`src/hdl/slfp_pkg.sv`:
```
package slfp_pkg;

  localparam int unsigned ByteW    = 8;
  localparam int unsigned PhaseW   = 4;
  localparam int unsigned StatusW  = 3;
  localparam int unsigned SumW     = 16;
  localparam int unsigned CountOutW = 16;
  localparam int unsigned CfgIdxW  = 1;

  // Parser phase codes; any other code hunts for the first sync byte.
  localparam logic [PhaseW-1:0] PH_SYNC1  = 4'd0;
  localparam logic [PhaseW-1:0] PH_SYNC2  = 4'd1;
  localparam logic [PhaseW-1:0] PH_TYPE   = 4'd2;
  localparam logic [PhaseW-1:0] PH_SEQ    = 4'd3;
  localparam logic [PhaseW-1:0] PH_LEN    = 4'd4;
  localparam logic [PhaseW-1:0] PH_DATA   = 4'd5;
  localparam logic [PhaseW-1:0] PH_SUM_LO = 4'd6;
  localparam logic [PhaseW-1:0] PH_SUM_HI = 4'd7;

  // Result status codes.
  localparam logic [StatusW-1:0] ST_HEADER   = 3'd0;
  localparam logic [StatusW-1:0] ST_PAYLOAD  = 3'd1;
  localparam logic [StatusW-1:0] ST_GOOD     = 3'd2;
  localparam logic [StatusW-1:0] ST_SYNC_ERR = 3'd3;
  localparam logic [StatusW-1:0] ST_SUM_ERR  = 3'd4;

  // Configuration register indexes.
  localparam logic [CfgIdxW-1:0] CFG_SYNC_FIRST  = 1'b0;
  localparam logic [CfgIdxW-1:0] CFG_SYNC_SECOND = 1'b1;

  typedef struct packed {
    logic [StatusW-1:0]   status;
    logic [ByteW-1:0]     payload_byte;
    logic [ByteW-1:0]     payload_index;
    logic [ByteW-1:0]     frame_type;
    logic [ByteW-1:0]     frame_sequence;
    logic [ByteW-1:0]     frame_length;
    logic [CountOutW-1:0] sync_error_count;
    logic [CountOutW-1:0] checksum_error_count;
  } slfp_result_t;

  typedef struct packed {
    logic [PhaseW-1:0] phase;
  } slfp_core_stat_t;

endpackage

```
`src/hdl/sync_length_frame_parser.sv`:
```
// Frame receiver for a byte stream framed as: sync_first, sync_second, type,
// sequence, length, <length> payload bytes, checksum low byte, high byte.
// The checksum is the 16-bit wrapping sum of type, sequence, length and payload.
// Input channel: one received byte per request on rx_byte_i, taken at a clock
// edge where in_valid_i is high and in_stall_o is low.
// Output channel: exactly one result per input byte, in order, with status,
// payload byte and index, current frame header fields and the two error counts.
// Output stage: each result is registered before it is presented.
// Throughput: one byte per cycle while in_stall_o is low; the parser step is one
// compare-and-add between the frame state registers and the result register.
// Configuration: cfg_we_i writes sync_first (index 0) or sync_second (index 1);
// write only while no results are outstanding.
// Reset: hunt for the first sync byte, clear frame fields, sum and error
// counts, set both sync bytes to zero and empty the output stage.
// Receiver stall: the result register holds; one more request lands in a skid
// register, after which in_stall_o rises until the output drains.
module sync_length_frame_parser #(
  parameter int unsigned ERROR_COUNT_WIDTH = 16
) (
  input  logic                            clk_i,
  input  logic                            rst_ni,
  input  logic                            cfg_we_i,
  input  logic [slfp_pkg::CfgIdxW-1:0]    cfg_index_i,
  input  logic [slfp_pkg::ByteW-1:0]      cfg_data_i,
  input  logic                            in_valid_i,
  output logic                            in_stall_o,
  input  logic [slfp_pkg::ByteW-1:0]      rx_byte_i,
  output logic                            out_valid_o,
  input  logic                            out_stall_i,
  output logic [slfp_pkg::StatusW-1:0]    status_o,
  output logic [slfp_pkg::ByteW-1:0]      payload_byte_o,
  output logic [slfp_pkg::ByteW-1:0]      payload_index_o,
  output logic [slfp_pkg::ByteW-1:0]      frame_type_o,
  output logic [slfp_pkg::ByteW-1:0]      frame_sequence_o,
  output logic [slfp_pkg::ByteW-1:0]      frame_length_o,
  output logic [slfp_pkg::CountOutW-1:0]  sync_error_count_o,
  output logic [slfp_pkg::CountOutW-1:0]  checksum_error_count_o
);
  import slfp_pkg::*;

  logic            in_accept;
  slfp_result_t    step_res;
  slfp_result_t    out_res;
  slfp_core_stat_t core_stat;

  // A byte is taken whenever the skid stage has room.
  assign in_accept = in_valid_i && !in_stall_o;

  slfp_core #(
    .ERROR_COUNT_WIDTH(ERROR_COUNT_WIDTH)
  ) u_core (
    .clk_i       (clk_i),
    .rst_ni      (rst_ni),
    .cfg_we_i    (cfg_we_i),
    .cfg_index_i (cfg_index_i),
    .cfg_data_i  (cfg_data_i),
    .accept_i    (in_accept),
    .rx_byte_i   (rx_byte_i),
    .result_o    (step_res),
    .stat_o      (core_stat)
  );

  // Result register plus one skid entry; decouple the stall path.
  slfp_skid u_skid (
    .clk_i       (clk_i),
    .rst_ni      (rst_ni),
    .in_valid_i  (in_valid_i),
    .in_data_i   (step_res),
    .in_stall_o  (in_stall_o),
    .out_valid_o (out_valid_o),
    .out_data_o  (out_res),
    .out_stall_i (out_stall_i)
  );

  assign status_o               = out_res.status;
  assign payload_byte_o         = out_res.payload_byte;
  assign payload_index_o        = out_res.payload_index;
  assign frame_type_o           = out_res.frame_type;
  assign frame_sequence_o       = out_res.frame_sequence;
  assign frame_length_o         = out_res.frame_length;
  assign sync_error_count_o     = out_res.sync_error_count;
  assign checksum_error_count_o = out_res.checksum_error_count;

  // Input stalls only while a result is already held at the output.
  a_stall_needs_output: assert property (@(posedge clk_i) disable iff (!rst_ni)
    in_stall_o |-> out_valid_o)
    else $error("input stalled with empty output stage");

  // Payload fields stay zero outside payload bytes.
  a_payload_zero: assert property (@(posedge clk_i) disable iff (!rst_ni)
    in_accept && step_res.status != ST_PAYLOAD
      |-> step_res.payload_byte == '0 && step_res.payload_index == '0)
    else $error("payload fields set on a non-payload result");

  // Any error, and a good frame end, sends the parser back to the sync hunt.
  a_error_rehunt: assert property (@(posedge clk_i) disable iff (!rst_ni)
    in_accept && (step_res.status == ST_SYNC_ERR || step_res.status == ST_SUM_ERR
                  || step_res.status == ST_GOOD)
      |=> core_stat.phase == PH_SYNC1)
    else $error("parser did not return to sync hunt after frame end");

endmodule

```
`src/hdl/slfp_core.sv`:
```
module slfp_core #(
  parameter int unsigned ERROR_COUNT_WIDTH = 16
) (
  input  logic                          clk_i,
  input  logic                          rst_ni,
  input  logic                          cfg_we_i,
  input  logic [slfp_pkg::CfgIdxW-1:0]  cfg_index_i,
  input  logic [slfp_pkg::ByteW-1:0]    cfg_data_i,
  input  logic                          accept_i,
  input  logic [slfp_pkg::ByteW-1:0]    rx_byte_i,
  output slfp_pkg::slfp_result_t        result_o,
  output slfp_pkg::slfp_core_stat_t     stat_o
);
  import slfp_pkg::*;

  localparam int unsigned CntW = ERROR_COUNT_WIDTH;

  logic [ByteW-1:0]  sync_first_q, sync_second_q;
  logic [PhaseW-1:0] phase_q, phase_d;
  logic [SumW-1:0]   sum_q, sum_d;
  logic [ByteW-1:0]  count_q, count_d;
  logic [ByteW-1:0]  type_q, type_d;
  logic [ByteW-1:0]  seq_q, seq_d;
  logic [ByteW-1:0]  len_q, len_d;
  logic [CntW-1:0]   sync_err_q, sync_err_d;
  logic [CntW-1:0]   sum_err_q, sum_err_d;
  logic [ByteW-1:0]  count_inc;
  logic [SumW-1:0]   sum_add;
  logic [StatusW-1:0] status;
  logic [ByteW-1:0]  pbyte, pindex;
  logic [31:0]       sync_err_ext, sum_err_ext;

  always_ff @(posedge clk_i or negedge rst_ni) begin
    if (!rst_ni) begin
      sync_first_q  <= '0;
      sync_second_q <= '0;
    end else if (cfg_we_i) begin
      case (cfg_index_i)
        CFG_SYNC_FIRST:  sync_first_q  <= cfg_data_i;
        CFG_SYNC_SECOND: sync_second_q <= cfg_data_i;
        default: ;
      endcase
    end
  end

  assign count_inc = count_q + 8'd1;
  assign sum_add   = sum_q + SumW'(rx_byte_i);

  always_comb begin
    phase_d    = PH_SYNC1;
    sum_d      = sum_q;
    count_d    = count_q;
    type_d     = type_q;
    seq_d      = seq_q;
    len_d      = len_q;
    sync_err_d = sync_err_q;
    sum_err_d  = sum_err_q;
    status     = ST_HEADER;
    pbyte      = '0;
    pindex     = '0;
    case (phase_q)
      PH_SYNC2: begin
        if (rx_byte_i == sync_second_q) begin
          phase_d = PH_TYPE;
        end else begin
          status     = ST_SYNC_ERR;
          sync_err_d = (sync_err_q == '1) ? sync_err_q : sync_err_q + 1'b1;
        end
      end
      PH_TYPE: begin
        type_d  = rx_byte_i;
        sum_d   = SumW'(rx_byte_i);
        phase_d = PH_SEQ;
      end
      PH_SEQ: begin
        seq_d   = rx_byte_i;
        sum_d   = sum_add;
        phase_d = PH_LEN;
      end
      PH_LEN: begin
        len_d   = rx_byte_i;
        sum_d   = sum_add;
        count_d = '0;
        phase_d = (rx_byte_i == '0) ? PH_SUM_LO : PH_DATA;
      end
      PH_DATA: begin
        status = ST_PAYLOAD;
        pbyte  = rx_byte_i;
        pindex = count_q;
        sum_d  = sum_add;
        if (count_inc == len_q) begin
          count_d = '0;
          phase_d = PH_SUM_LO;
        end else begin
          count_d = count_inc;
          phase_d = PH_DATA;
        end
      end
      PH_SUM_LO: begin
        if (rx_byte_i == sum_q[7:0]) begin
          phase_d = PH_SUM_HI;
        end else begin
          status    = ST_SUM_ERR;
          sum_err_d = (sum_err_q == '1) ? sum_err_q : sum_err_q + 1'b1;
        end
      end
      PH_SUM_HI: begin
        if (rx_byte_i == sum_q[15:8]) begin
          status = ST_GOOD;
        end else begin
          status    = ST_SUM_ERR;
          sum_err_d = (sum_err_q == '1) ? sum_err_q : sum_err_q + 1'b1;
        end
      end
      default: begin
        if (rx_byte_i == sync_first_q) begin
          phase_d = PH_SYNC2;
        end else begin
          status     = ST_SYNC_ERR;
          sync_err_d = (sync_err_q == '1) ? sync_err_q : sync_err_q + 1'b1;
        end
      end
    endcase
  end

  always_ff @(posedge clk_i or negedge rst_ni) begin
    if (!rst_ni) begin
      phase_q    <= PH_SYNC1;
      sum_q      <= '0;
      count_q    <= '0;
      type_q     <= '0;
      seq_q      <= '0;
      len_q      <= '0;
      sync_err_q <= '0;
      sum_err_q  <= '0;
    end else if (accept_i) begin
      phase_q    <= phase_d;
      sum_q      <= sum_d;
      count_q    <= count_d;
      type_q     <= type_d;
      seq_q      <= seq_d;
      len_q      <= len_d;
      sync_err_q <= sync_err_d;
      sum_err_q  <= sum_err_d;
    end
  end

  // Counters report their low 16 bits, zero-extended when narrower.
  assign sync_err_ext = 32'(sync_err_d);
  assign sum_err_ext  = 32'(sum_err_d);

  always_comb begin
    result_o.status               = status;
    result_o.payload_byte         = pbyte;
    result_o.payload_index        = pindex;
    result_o.frame_type           = type_d;
    result_o.frame_sequence       = seq_d;
    result_o.frame_length         = len_d;
    result_o.sync_error_count     = sync_err_ext[CountOutW-1:0];
    result_o.checksum_error_count = sum_err_ext[CountOutW-1:0];
  end

  assign stat_o.phase = phase_q;

endmodule

```
`src/hdl/slfp_skid.sv`:
```
module slfp_skid (
  input  logic                   clk_i,
  input  logic                   rst_ni,
  input  logic                   in_valid_i,
  input  slfp_pkg::slfp_result_t in_data_i,
  output logic                   in_stall_o,
  output logic                   out_valid_o,
  output slfp_pkg::slfp_result_t out_data_o,
  input  logic                   out_stall_i
);
  import slfp_pkg::*;

  logic         main_valid_q, skid_valid_q;
  slfp_result_t main_q, skid_q;
  logic         accept, drain;

  assign in_stall_o = skid_valid_q;
  assign accept     = in_valid_i && !skid_valid_q;
  assign drain      = !main_valid_q || !out_stall_i;

  always_ff @(posedge clk_i or negedge rst_ni) begin
    if (!rst_ni) begin
      main_valid_q <= 1'b0;
      skid_valid_q <= 1'b0;
    end else if (drain) begin
      if (skid_valid_q) begin
        main_valid_q <= 1'b1;
        skid_valid_q <= 1'b0;
      end else begin
        main_valid_q <= accept;
      end
    end else if (accept) begin
      skid_valid_q <= 1'b1;
    end
  end

  always_ff @(posedge clk_i) begin
    if (drain) begin
      main_q <= skid_valid_q ? skid_q : in_data_i;
    end else if (accept) begin
      skid_q <= in_data_i;
    end
  end

  assign out_valid_o = main_valid_q;
  assign out_data_o  = main_q;

endmodule
```
`config.mk`:
```
export PLATFORM = sky130hd
export DESIGN_NAME = sync_length_frame_parser
export DESIGN_NICKNAME = d
export VERILOG_FILES = /design/src/hdl/slfp_pkg.sv /design/src/hdl/sync_length_frame_parser.sv /design/src/hdl/slfp_core.sv /design/src/hdl/slfp_skid.sv
export SDC_FILE = /design/constraint.sdc
export NUM_CORES = 1
export LEC_CHECK = 0
export ABC_CLOCK_PERIOD_IN_PS = 7300
export BUFFER_PORTS_ARGS = -buffer_cell sky130_fd_sc_hd__buf_2
export CORE_MARGIN = 1.5
export CORE_UTILIZATION = 49
export CTS_BUF_LIST = sky130_fd_sc_hd__clkbuf_8
export DETAILED_ROUTE_END_ITERATION = 8
export GPL_ROUTABILITY_DRIVEN = 0
export GPL_TIMING_DRIVEN = 0
export PLACE_DENSITY = 0.75
export SYNTH_ARGS = -nofsm -noshare
export SYNTH_HDL_FRONTEND = slang
export SYNTH_SLANG_ARGS = --single-unit
```
`constraint.sdc`:
```
create_clock -name clk_i -period 7.3 [get_ports clk_i]
set_input_delay 0 -clock clk_i [delete_from_list [all_inputs] [get_ports clk_i]]
set_output_delay 0 -clock clk_i [all_outputs]
set_load 0.02 [all_outputs]
```
# == Word level (Yosys, flattened, before mapping) ==
# Index checks and enable logic that the tools add are counted.
# word_totals
register_bits,252
latch_bits,0
ramBits,0
rom_bits,0
inputBits,22
output_inout_bits,77
elab_cells,96
memories,0
# classes
addsub,4
mul,0
n_div,0
order_cmp,0
n_eq_ne,14
shift,0
mux,31
bitwise_logic,2
n_reduce_logical,17
# op_table
cell,count
$mux W16,6
$pmux W16 S2,3
$mux W75,1
$mux W8,6
$eq A8 B8 Y1,5
$add A16 B1 Y16 const B,2
$eq A16 B16 Y1 const B,2
$pmux W4 S7,1
$add A16 B8 Y16,1
$eq A4 B3 Y1 const B,4
$pmux W8 S2,1
$pmux W3 S5,1
$mux W2,5
$reduce_and A2 Y1,5
$mux W3,3
$add A8 B1 Y8 const B,1
$eq A4 B2 Y1 const B,2
$logic_not A8 Y1,1
$reduce_bool A2 Y1,3
$reduce_or A3 Y1,2
$reduce_or A6 Y1,1
$eq A4 B1 Y1 const B,1
$mux W1,4
$logic_not A1 Y1,3
3 further kinds,4

# == Depth between registers and ports, before layout ==
# Gate-level depths: netlist of run 1.
# depth
ltp_word,5
mapped_depth,9
depth_no_buf,9

# == By module ==
# A second synthesis of run 1 with hierarchy kept.
# unflattened
cells_unflattened,930
hier_area_um2,11897.7
# modules_own_cells
module,instances,cells_each,area_per_inst_um2,seq_area_each_um2
slfp_core,1,689,6318.6,2477.4
slfp_skid,1,240,5565.3,4554.4
sync_length_frame_parser,1,1,13.8,0.0

# == Least setup slack after synthesis of run 1 ==
# OpenSTA, ideal clock, no wires.
# synth_path
kind,register -> register
startpoint,"register u_skid.main_valid_q, in the netlist u_skid.out_valid_o"
endpoint,register u_skid.skid_q[0] (netlist name) (enable)
setup_time_ns,0.509
t_arrival_ns,5.556
required_time_ns,6.791
slack_ns,1.235
path_stages_with_launch,3
n_path_buf,0
synth_period_minus_slack_ns,6.065
cell_sequence,dfrtp_1 nand2_1 nor2_1
# synth_via
elab_chain_len,4
# synth_lines
element,line,text
start: declaration,slfp_skid.sv:13,"logic main_valid_q, skid_valid_q;"
start signal: assignment,slfp_skid.sv:30,main_valid_q <= accept;
$logic_not A1 Y1,slfp_skid.sv:19,assign drain = !main_valid_q || !out_stall_i;
$logic_or A1 B1 Y1,slfp_skid.sv:19,
$not A1 Y1 (no line),n/a,
$reduce_and A2 Y1 (no line),n/a,
end signal: assignment,slfp_skid.sv:41,skid_q <= in_data_i;
end: declaration,slfp_skid.sv:14,"slfp_result_t main_q, skid_q;"
# No other way between the ends.
# A chain may end at the register's enable or synchronous reset.

# == Final worst setup path of run 1 ==
# layout_path
startpoint,"register u_skid.skid_valid_q, in the netlist u_skid.in_stall_o"
endpoint,register u_skid.skid_q[6] (netlist name) (enable)
# layout_via
elab_chain_len,3
# layout_lines
element,line,text
start: declaration,slfp_skid.sv:13,
start signal: assignment,slfp_skid.sv:24,skid_valid_q <= 1'b0;
start signal: assignment,slfp_skid.sv:28,skid_valid_q <= 1'b0;
start signal: assignment,slfp_skid.sv:33,skid_valid_q <= 1'b1;
$logic_not A1 Y1,slfp_skid.sv:18,assign accept = in_valid_i && !skid_valid_q;
$logic_and A1 B1 Y1,slfp_skid.sv:18,
$reduce_and A2 Y1 (no line),n/a,
# No other way between the ends.

==> results of run 1 <==
-- sequential cells by signal, summed over array words and instances (netlist names), 3 cells and up --
signal / flops
u_skid.out_data_o: 75
u_skid.skid_q: 75
u_core.sum_err_q: 16
u_core.sum_q: 16
u_core.sync_err_q: 16
u_core.count_q: 8
u_core.len_q: 8
u_core.seq_q: 8
u_core.sync_first_q: 8
u_core.sync_second_q: 8
u_core.type_q: 8
u_core.stat_o: 3
-- per-stage QoR --
step / worst slack, ns / utilization (%)
2_1_floorplan: 1.23 / -
3_3_place_gp: -1.16 / 53.8
3_5_place_dp: 4.13 / 54.3
4_1_cts: 4.10 / 58.6
5_1_grt: 3.97 / 58.6
6_report: 4.14 / 58.6
-- per-layer routing --
metal  routed length, um  up-vias  global-route usage [%]
met5                   0        -                       0
met4                 781        0                    7.62
met3                1740       67                    3.65
met2               12700      299                    34.6
met1               11500     4093                    28.4
li1                    -     4000                       -
-- critical path: stages (launching register included) --
cell and delay [ns]:
dfrtp_1 0.38, buf_2 0.18, nand2b_1 0.15, buf_2 0.22, buf_1 0.39, clkbuf_1 0.34
nor2_4 0.68, buf_12 0.28, buf_12 0.22
-- cell type report --
cell class                      instances  share of cell area (%)
Clock buffer                           51                    4.91
Multi-Input combinational cell        678                    34.2
Clock inverter                         27                   0.910
Buffer                                 55                    1.85
Sequential cell                       251                    49.2
Inverter                               16                   0.420
Tap cell                              324                    2.84
Timing Repair Buffer                  123                    5.65
-- cell families after synthesis --
logic type / synth area share, %
and+or+nand+nor: 14.1
xor gates and xnor gates: 5.84
DFF: 57.5
AOI/OAI and AO/OA: 7.25
muxes: 11.4
buffers and inverters: 2.65
adders and majority gates: 1.29
-- power by group --
group / internal [W] / switching [W] / total [W]
clock: 0.000666 / 0.000560 / 0.00123
combinational: 0.000326 / 0.000489 / 0.000815
sequential: 0.00172 / 0.000108 / 0.00183
total: 0.00272 / 0.00116 / 0.00387
-- layout by cell type (no fill, tap or decap), types with 19 or more instances in the layout --
master	Yosys	final
edfxtp_1	150	150
nand2_1	130	129
mux2_2	115	115
buf_2	10	107
dfrtp_1	101	101
xnor2_1	51	51
clkbuf_8	0	51
nor2_1	49	48
nand3_1	40	40
inv_1	15	35
clkbuf_1	31	31
a21oi_1	30	30
xor2_1	25	25
o21ai_0	20	20
dlygate4sd3_1	0	20
and2_1	19	19
-- worst min path at each step --
stage / depth (start not counted) / slack, ns / endpoint
after global placement: 2 / 0.25 / u_core.sync_second_q[5]$_DFFE_PN0P_
final: 3 / 0.10 / u_core.sync_second_q[5]$_DFFE_PN0P_
after detailed placement: 1 / 0.007 / u_core.sum_q[3]$_DFFE_PN0P_
after floorplan: 0 / -0.30 / u_core.count_q[0]$_DFFE_PN0P_
after global routing: 4 / 0.12 / u_core.sync_first_q[5]$_DFFE_PN0P_
after CTS: 3 / 0.09 / u_core.sync_second_q[5]$_DFFE_PN0P_
-- repair_timing --
item	CTS	global route
hold endpoints to repair	148	0
gates resized for setup	0	0
hold buffers	21	0
==> out/results.md, run 1 <==
| Metric | Reported | Unit |
|---|---|---|
| Result of the run | complete, no violations | - |
| Synth Flop Type | edfxtp_1 | - |
| Leakage | 5.85 | nW |
| Maximum number of buffers from clock root to sink | 3 | - |
| Clock input transition at the sequential cells of the worst setup and hold paths | 0.06 | ns |
| Fin area | 0.0143 | mm2 |
| # IOs | 99 | - |
| Synth top area cells | edfxtp_1 37%, dfrtp_1 21%, mux2_2 11% | - |
| Area of the mapped netlist | 0.0122 | mm2 |
| Clock tree from TritonCTS | done | - |
| R2R Path Start | u_skid.in_stall_o$_DFFE_PN0P_ | - |
| Crit path to | u_skid.skid_q[6]$_DFFE_PP_ | - |
| Syn Nets | 1034 | - |
| Finish-stage setup viols | 0 | - |
| Number of pins exceeding their max-slew limit in the final report | 0 | - |
| Power Total | 0.00387 | W |
| Total CTS buffers | 43 | - |
| FF-to-FF setup slack | 4.14 | ns |
| Fin crit share | 43.3 | % |
| Clock Tree Root | clkbuf_8 | - |
| Slew at the pin with the worst max-slew slack | 0.898 | ns |
| Number of nets in the layout | 1202 | - |
| Total number of vias | 8459 | - |
| Fill cell instance count of the final layout | 2054 | - |
| Post-DRT Antenna Nets | 0 | - |
| TNS Setup | 0 | ns |
| Via count of the first global-routing pass | 8319 | - |
| Async SR Flop Fraction | 40.2 | % |
| Post-detailed-placement half-perimeter wirelength | 18.0 | mm |
| Critical path class | register to register | - |
| Proportion of synthesized chip area in sequential cells | 57.5 | % |
| Grt total ovfl | 0 | - |
| Worst endpoint data arrival time | 3.41 | ns |
| Cell depth of the worst flop-to-flop path | 8 | - |
| Buffers inserted by post-CTS timing repair | 0 | - |
| Inserted Diodes | 0 | - |
| Highest achievable clock rate | 0.316 | GHz |
| Max-capacitance violation count | 0 | - |
| Pin count of the biggest net entering global routing | 66 | - |
| Number of antenna violations at the first check in global routing | 0 | - |
| Total area of sequential cells | 0.00703 | mm2 |
| CTS H-tree depth | 2 | - |
| DR DRC count | 0 | - |
| Die outline width | 161 | um |
| Launch point of the worst hold path | cfg_we_i | - |
| Global routing usage summed across all routing layers | 21.1 | % |
| Fraction of post-synthesis cell area in the top cell type by area | 36.8 | % |
| Post-synth EDFFs | 150 | - |
| Final-report hold violation count | 0 | - |
| Most numerous cell types in the synthesized netlist | 150 x edfxtp_1, 130 x nand2_1, 115 x mux2_2 | - |
| Post-Syn Instances | 1000 | - |
| Clock latency of the later-clocked register in the worst-skew pair | 0.56 | ns |
| End of the worst register-to-register path | u_skid.skid_q[6]$_DFFE_PP_ | - |
| Core Rows | 57 | - |
| CP Data Required Time | 7.54 | ns |
| Dominant cell by count in the synthesized netlist | edfxtp_1 | - |
| Slew HR | 39.8 | % |
| Clock sink count | 251 | - |
| Crit end category | register | - |
| Largest driver fanout on the critical path | 28 | - |
| Share of layout cells above drive strength 1 | 26.2 | % |
| Path class of the lowest-slack min-delay path | input port to register | - |
| Startpoint of the most critical setup path | u_skid.in_stall_o$_DFFE_PN0P_ | - |
| Final instance count without filler cells | 1525 | - |
| Global-route wire length before repair | 43.4 | mm |
| DRT iter0 DRCs | 535 | - |
| Total power per unit cell area | 271 | mW/mm2 |
| Post-synthesis sequential element count | 251 | - |
| Final Skew | 0.0358 | ns |
| Setup repair after global routing missed its margin | false | - |
| Area of combinational cells with multiple inputs | 0.00489 | mm2 |
| Startpoint types | register | - |
| Number of cells in the design after placement | 1426 | - |
| Post-route minimum period | 3.16 | ns |
| Post-Synthesis Mean Instance Area | 12.2 | um2 |
| Per-cell via count in the routed design | 5.55 | - |
| First-pass iteration count of the detailed router | 5 | - |
| Input/output buffers | 98 | - |
| Routed len/inst | 17.5 | um |
| Final worst hold slack | 0.101 | ns |
| Layout overhead on the synthesized area | 16.8 | % |
| Total wirelength of the detailed-routed design | 26.7 | mm |
| Area of the die | 0.0259 | mm2 |
| Core Footprint | 0.0244 | mm2 |
| Cell type with the highest aggregate area in the netlist | edfxtp_1 | - |
| Worst ir drop on vdd | 149 | uV |
| Number of warning messages in the yosys log | 0 | - |
| Initial cell density of the core | 50.2 | % |
| Placed Area | 0.0132 | mm2 |
| Synth cell types | 71 | - |
| Die Height | 161 | um |
(Power assumes the default switching activity.)
==> run 2: changes to the inputs <==
--- a/config.mk
+++ b/config.mk
@@ -5,7 +5,8 @@
 export SDC_FILE = /design/constraint.sdc
 export NUM_CORES = 1
 export LEC_CHECK = 0
-export ABC_CLOCK_PERIOD_IN_PS = 7300
+export ABC_AREA = 1
+export ABC_CLOCK_PERIOD_IN_PS = 3050
 export BUFFER_PORTS_ARGS = -buffer_cell sky130_fd_sc_hd__buf_2
 export CORE_MARGIN = 1.5
 export CORE_UTILIZATION = 49
==> constraint.sdc (replaced) <==
create_clock -name clk_i -period 3.05 [get_ports clk_i]
set_input_delay 0 -clock clk_i [delete_from_list [all_inputs] [get_ports clk_i]]
set_output_delay 0 -clock clk_i [all_outputs]
set_load 0.02 [all_outputs]
==> out/results.md, run 2 <==
| Metric | Reported | Unit | Change |
|---|---|---|---|
| Result of the run | complete, no violations | - | unchanged |
| Slew at the pin with the worst max-slew slack | 1.07 | ns | was 0.898 ns |
| Leakage | 7.22 | nW | was 5.85 nW |
| Switching part of the total | 34.3 | % | was 29.9% |
| Post-Syn Instances | 1524 | - | was 1000 |
| Die Height | 166 | um | was 161 um |
| Xor/xnor share of the synthesized area | 2.03 | % | was 5.84% |
| Most repeated library cell on the critical path | clkbuf_1 | - |  |
| Dominant cell by count in the synthesized netlist | nand2_1 | - | was edfxtp_1 |
| Routed len/inst | 14.9 | um | was 17.5 um |
| Most numerous cell types in the synthesized netlist | 592 x nand2_1, 150 x edfxtp_1, 131 x inv_1 | - | was 150 x edfxtp_1, 130 x nand2_1, 115 x mux2_2 |
| Most common cell after layout, fill and taps aside | nand2_1 | - | was edfxtp_1 |
| Path class of the lowest-slack min-delay path | input port to async pin | - | was input port to register |
| Area of the die | 0.0274 | mm2 | was 0.0259 mm2 |
| Slew HR | 28.4 | % | was 39.8% |
| Finish-stage setup viols | 0 | - | unchanged |
| Total power per unit cell area | 719 | mW/mm2 | was 271 mW/mm2 |
| Synth Area in Compound Gates | 6.25 | % | was 7.25% |
| Clock tree from TritonCTS | done | - | unchanged |
| CP top delay family | buffers and inverters | - | unchanged |
| Setup repair after global routing missed its margin | false | - | unchanged |
| Highest layer used for signal routing | met4 | - | unchanged |
| Met2 wirelength from detailed routing | 14.3 | mm | was 12.7 mm |
| Initial cell density of the core | 49.9 | % | was 50.2% |
| Simple-gate share of the synthesized area | 29.4 | % | was 14.1% |
| Largest driver fanout on the critical path | 28 | - | unchanged |
| Portion of netlist area occupied by mux cells | 0 | % | was 11.4% |
| Input/output buffers | 98 | - | unchanged |
| Highest achievable clock rate | 0.346 | GHz | was 0.316 GHz |
| First-pass iteration count of the detailed router | 5 | - | unchanged |
| Core Rows | 59 | - | was 57 |
| CP max stage delay | 0.74 | ns | was 0.68 ns |
| Cell Chain, Critical Path | inv_2, nand2_1, clkbuf_1, clkbuf_1, nor2_4, buf_12 | - | was buf_2, nand2b_1, buf_2, buf_1, clkbuf_1, nor2_4, buf_12, buf_12 |
| Worst endpoint data arrival time | 3.12 | ns | was 3.41 ns |
| Die outline width | 166 | um | was 161 um |
| Area of the mapped netlist | 0.0130 | mm2 | was 0.0122 mm2 |
| Total buffers and inverters traversed by the critical path | 4 | - | was 6 |
| Clock latency of the later-clocked register in the worst-skew pair | 0.56 | ns | about the same |
| Cell with the largest stage delay on the worst path | nor2_4 | - | unchanged |
| Final core utilization | 57.9 | % | was 58.6% |
| Async SR Flop Fraction | 40.2 | % | unchanged |
| CP Data Required Time | 3.28 | ns | was 7.54 ns |
| Total wirelength of the detailed-routed design | 30.6 | mm | was 26.7 mm |
| Number of cells in the design after placement | 1960 | - | was 1426 |
| Dominant combinational cell family by area after synthesis | simple AND/OR/NAND/NOR gates | - | unchanged |
| Total number of vias | 10600 | - | was 8459 |
| # IOs | 99 | - | unchanged |
| Internal power of the cells | 0.00711 | W | was 0.00272 W |
| Clock input transition at the sequential cells of the worst setup and hold paths | 0.06 | ns | about the same |
| Synth Flop Type | edfxtp_1 | - | unchanged |
| Synth cell types | 46 | - | was 71 |
| DR DRC count | 0 | - | unchanged |
| Worst ir drop on vdd | 407 | uV | was 149 uV |
| Synthesized-area fraction occupied by adder cells | 1.22 | % | was 1.29% |
| Syn Nets | 1558 | - | was 1034 |
| Number of nets in the layout | 1725 | - | was 1202 |
| Met3 wire length | 2.01 | mm | was 1.74 mm |
| Cts-stage hold buffer count | 23 | - | was 21 |
| Global routing usage summed across all routing layers | 22.3 | % | was 21.1% |
| Post-synth EDFFs | 150 | - | unchanged |
| Layout overhead on the synthesized area | 16.1 | % | was 16.8% |
| Maximum number of buffers from clock root to sink | 3 | - | unchanged |
| Total of cells resized after clock tree synthesis | 0 | - | unchanged |
| Sequential share of power | 43.1 | % | was 47.3% |
| Clock Tree Root | clkbuf_8 | - | unchanged |
| Proportion of synthesized chip area in sequential cells | 54.3 | % | was 57.5% |
| Final worst hold slack | 0.0904 | ns | was 0.101 ns |
| Final Skew | 0.0379 | ns | was 0.0358 ns |
| Number of warning messages in the yosys log | 0 | - | unchanged |
| Global-route wire length before repair | 49.9 | mm | was 43.4 mm |
| DRT iter0 DRCs | 884 | - | was 535 |
| Switching power total | 0.00370 | W | was 0.00116 W |
| Cell type with the highest aggregate area in the netlist | edfxtp_1 | - | unchanged |
| Number of antenna violations at the first check in global routing | 0 | - | unchanged |
| Startpoint types | register | - | unchanged |
| Buffers inserted by post-CTS timing repair | 0 | - | unchanged |
| Pin count of the biggest net entering global routing | 79 | - | was 66 |
| Clock sink count | 251 | - | unchanged |
| Final instance count without filler cells | 2057 | - | was 1525 |
| Crit end category | register | - | unchanged |
| Synth top area cells | edfxtp_1 35%, dfrtp_1 20%, nand2_1 17% | - | was edfxtp_1 37%, dfrtp_1 21%, mux2_2 11% |
| Most used cells in the layout excluding fill and tap cells | 591 x nand2_1, 150 x inv_1, 150 x edfxtp_1 | - | was 150 x edfxtp_1, 129 x nand2_1, 115 x mux2_2 |
| Post-synthesis sequential element count | 251 | - | unchanged |
| Fraction of post-synthesis cell area in the top cell type by area | 34.8 | % | was 36.8% |
| Share of layout cells above drive strength 1 | 16.7 | % | was 26.2% |
| Max-capacitance violation count | 0 | - | unchanged |
| Clock power frac | 28.4 | % | was 31.7% |
| Combinational share of power | 28.6 | % | was 21.0% |
| Core Footprint | 0.0260 | mm2 | was 0.0244 mm2 |
| Total CTS buffers | 41 | - | was 43 |
| Post-Synthesis Mean Instance Area | 8.50 | um2 | was 12.2 um2 |
| Post-route minimum period | 2.89 | ns | was 3.16 ns |
| Critical path class | register to register | - | unchanged |
| Via count of the first global-routing pass | 10100 | - | was 8319 |
| Inserted Diodes | 0 | - | unchanged |
| Grt total ovfl | 0 | - | unchanged |
| Number of pins exceeding their max-slew limit in the final report | 0 | - | unchanged |
| Fin crit share | 94.7 | % | was 43.3% |
| Final-report hold violation count | 0 | - | unchanged |
| Wl on met1 | 13.3 | mm | was 11.5 mm |
| CTS H-tree depth | 2 | - | unchanged |
| Post-detailed-placement half-perimeter wirelength | 21.4 | mm | was 18.0 mm |
| Post-DRT Antenna Nets | 0 | - | unchanged |
| Per-cell via count in the routed design | 5.17 | - | was 5.55 |
-- run 2: power by group through the flow --
stage               combinational, W  sequential [W]  clock (W)
finish                       0.00309         0.00465    0.00307
global route                 0.00344         0.00472    0.00329
CTS                          0.00308         0.00465    0.00311
detailed placement           0.00303         0.00471          0
global placement             0.00292         0.00469          0
floorplan                    0.00193         0.00492          0
-- run 2: cell type report --
type	instances	area, um2
Fill cell	2293	10900
Sequential cell	251	7030
Multi-Input combinational cell	1067	5060
Timing Repair Buffer	124	791
Clock buffer	47	647
Inverter	145	544
Tap cell	335	419
Buffer	61	338
Clock inverter	27	213
-- run 2: per-layer routing --
metal	up-vias	GRT usage [%]
li1	5285	-
met1	4913	29.1
met2	360	37.0
met3	76	4.35
met4	0	8.50
met5	-	0
-- run 2: kinds of logic (layout without fill, tap and decap cells) --
family                     Yosys count  in the layout
and+or+nand+nor                    877            877
adders and majority gates           12             12
AOI/OAI and AO/OA                  148            148
buffers and inverters              206            404
DFF                                251            251
xor gates and xnor gates            30             30
-- run 2: stage by stage --
step                      total power (W)  setup TNS, ns  instance area (um2)  setup slack [ns]
after floorplan                   0.00685              0                13000             0.377
after global placement            0.00761         -43.38                13900            -0.582
after detailed placement          0.00774              0                14000             0.213
after CTS                          0.0108              0                15000             0.201
after global routing               0.0114              0                15000            0.0272
final                              0.0108              0                15000             0.162
-- run 2: path summary, 6_finish.rpt --
check,end,cells after the start,slack [ns],start
max in group asynchronous,u_skid.out_valid_o$_DFFE_PN0N_,3,2.27,rst_ni
min,u_core.sum_err_q[9]$_DFFE_PN0P_,2,0.09,rst_ni
max,u_skid.skid_q[28]$_DFFE_PP_,6,0.16,u_skid.in_stall_o$_DFFE_PN0P_
min reg2reg,u_core.sum_q[6]$_DFFE_PN0P_,2,0.48,u_core.sum_q[6]$_DFFE_PN0P_
max reg2reg,u_skid.skid_q[28]$_DFFE_PP_,6,0.16,u_skid.in_stall_o$_DFFE_PN0P_
min in group clk_i,u_skid.out_valid_o$_DFFE_PN0N_,4,0.22,in_valid_i
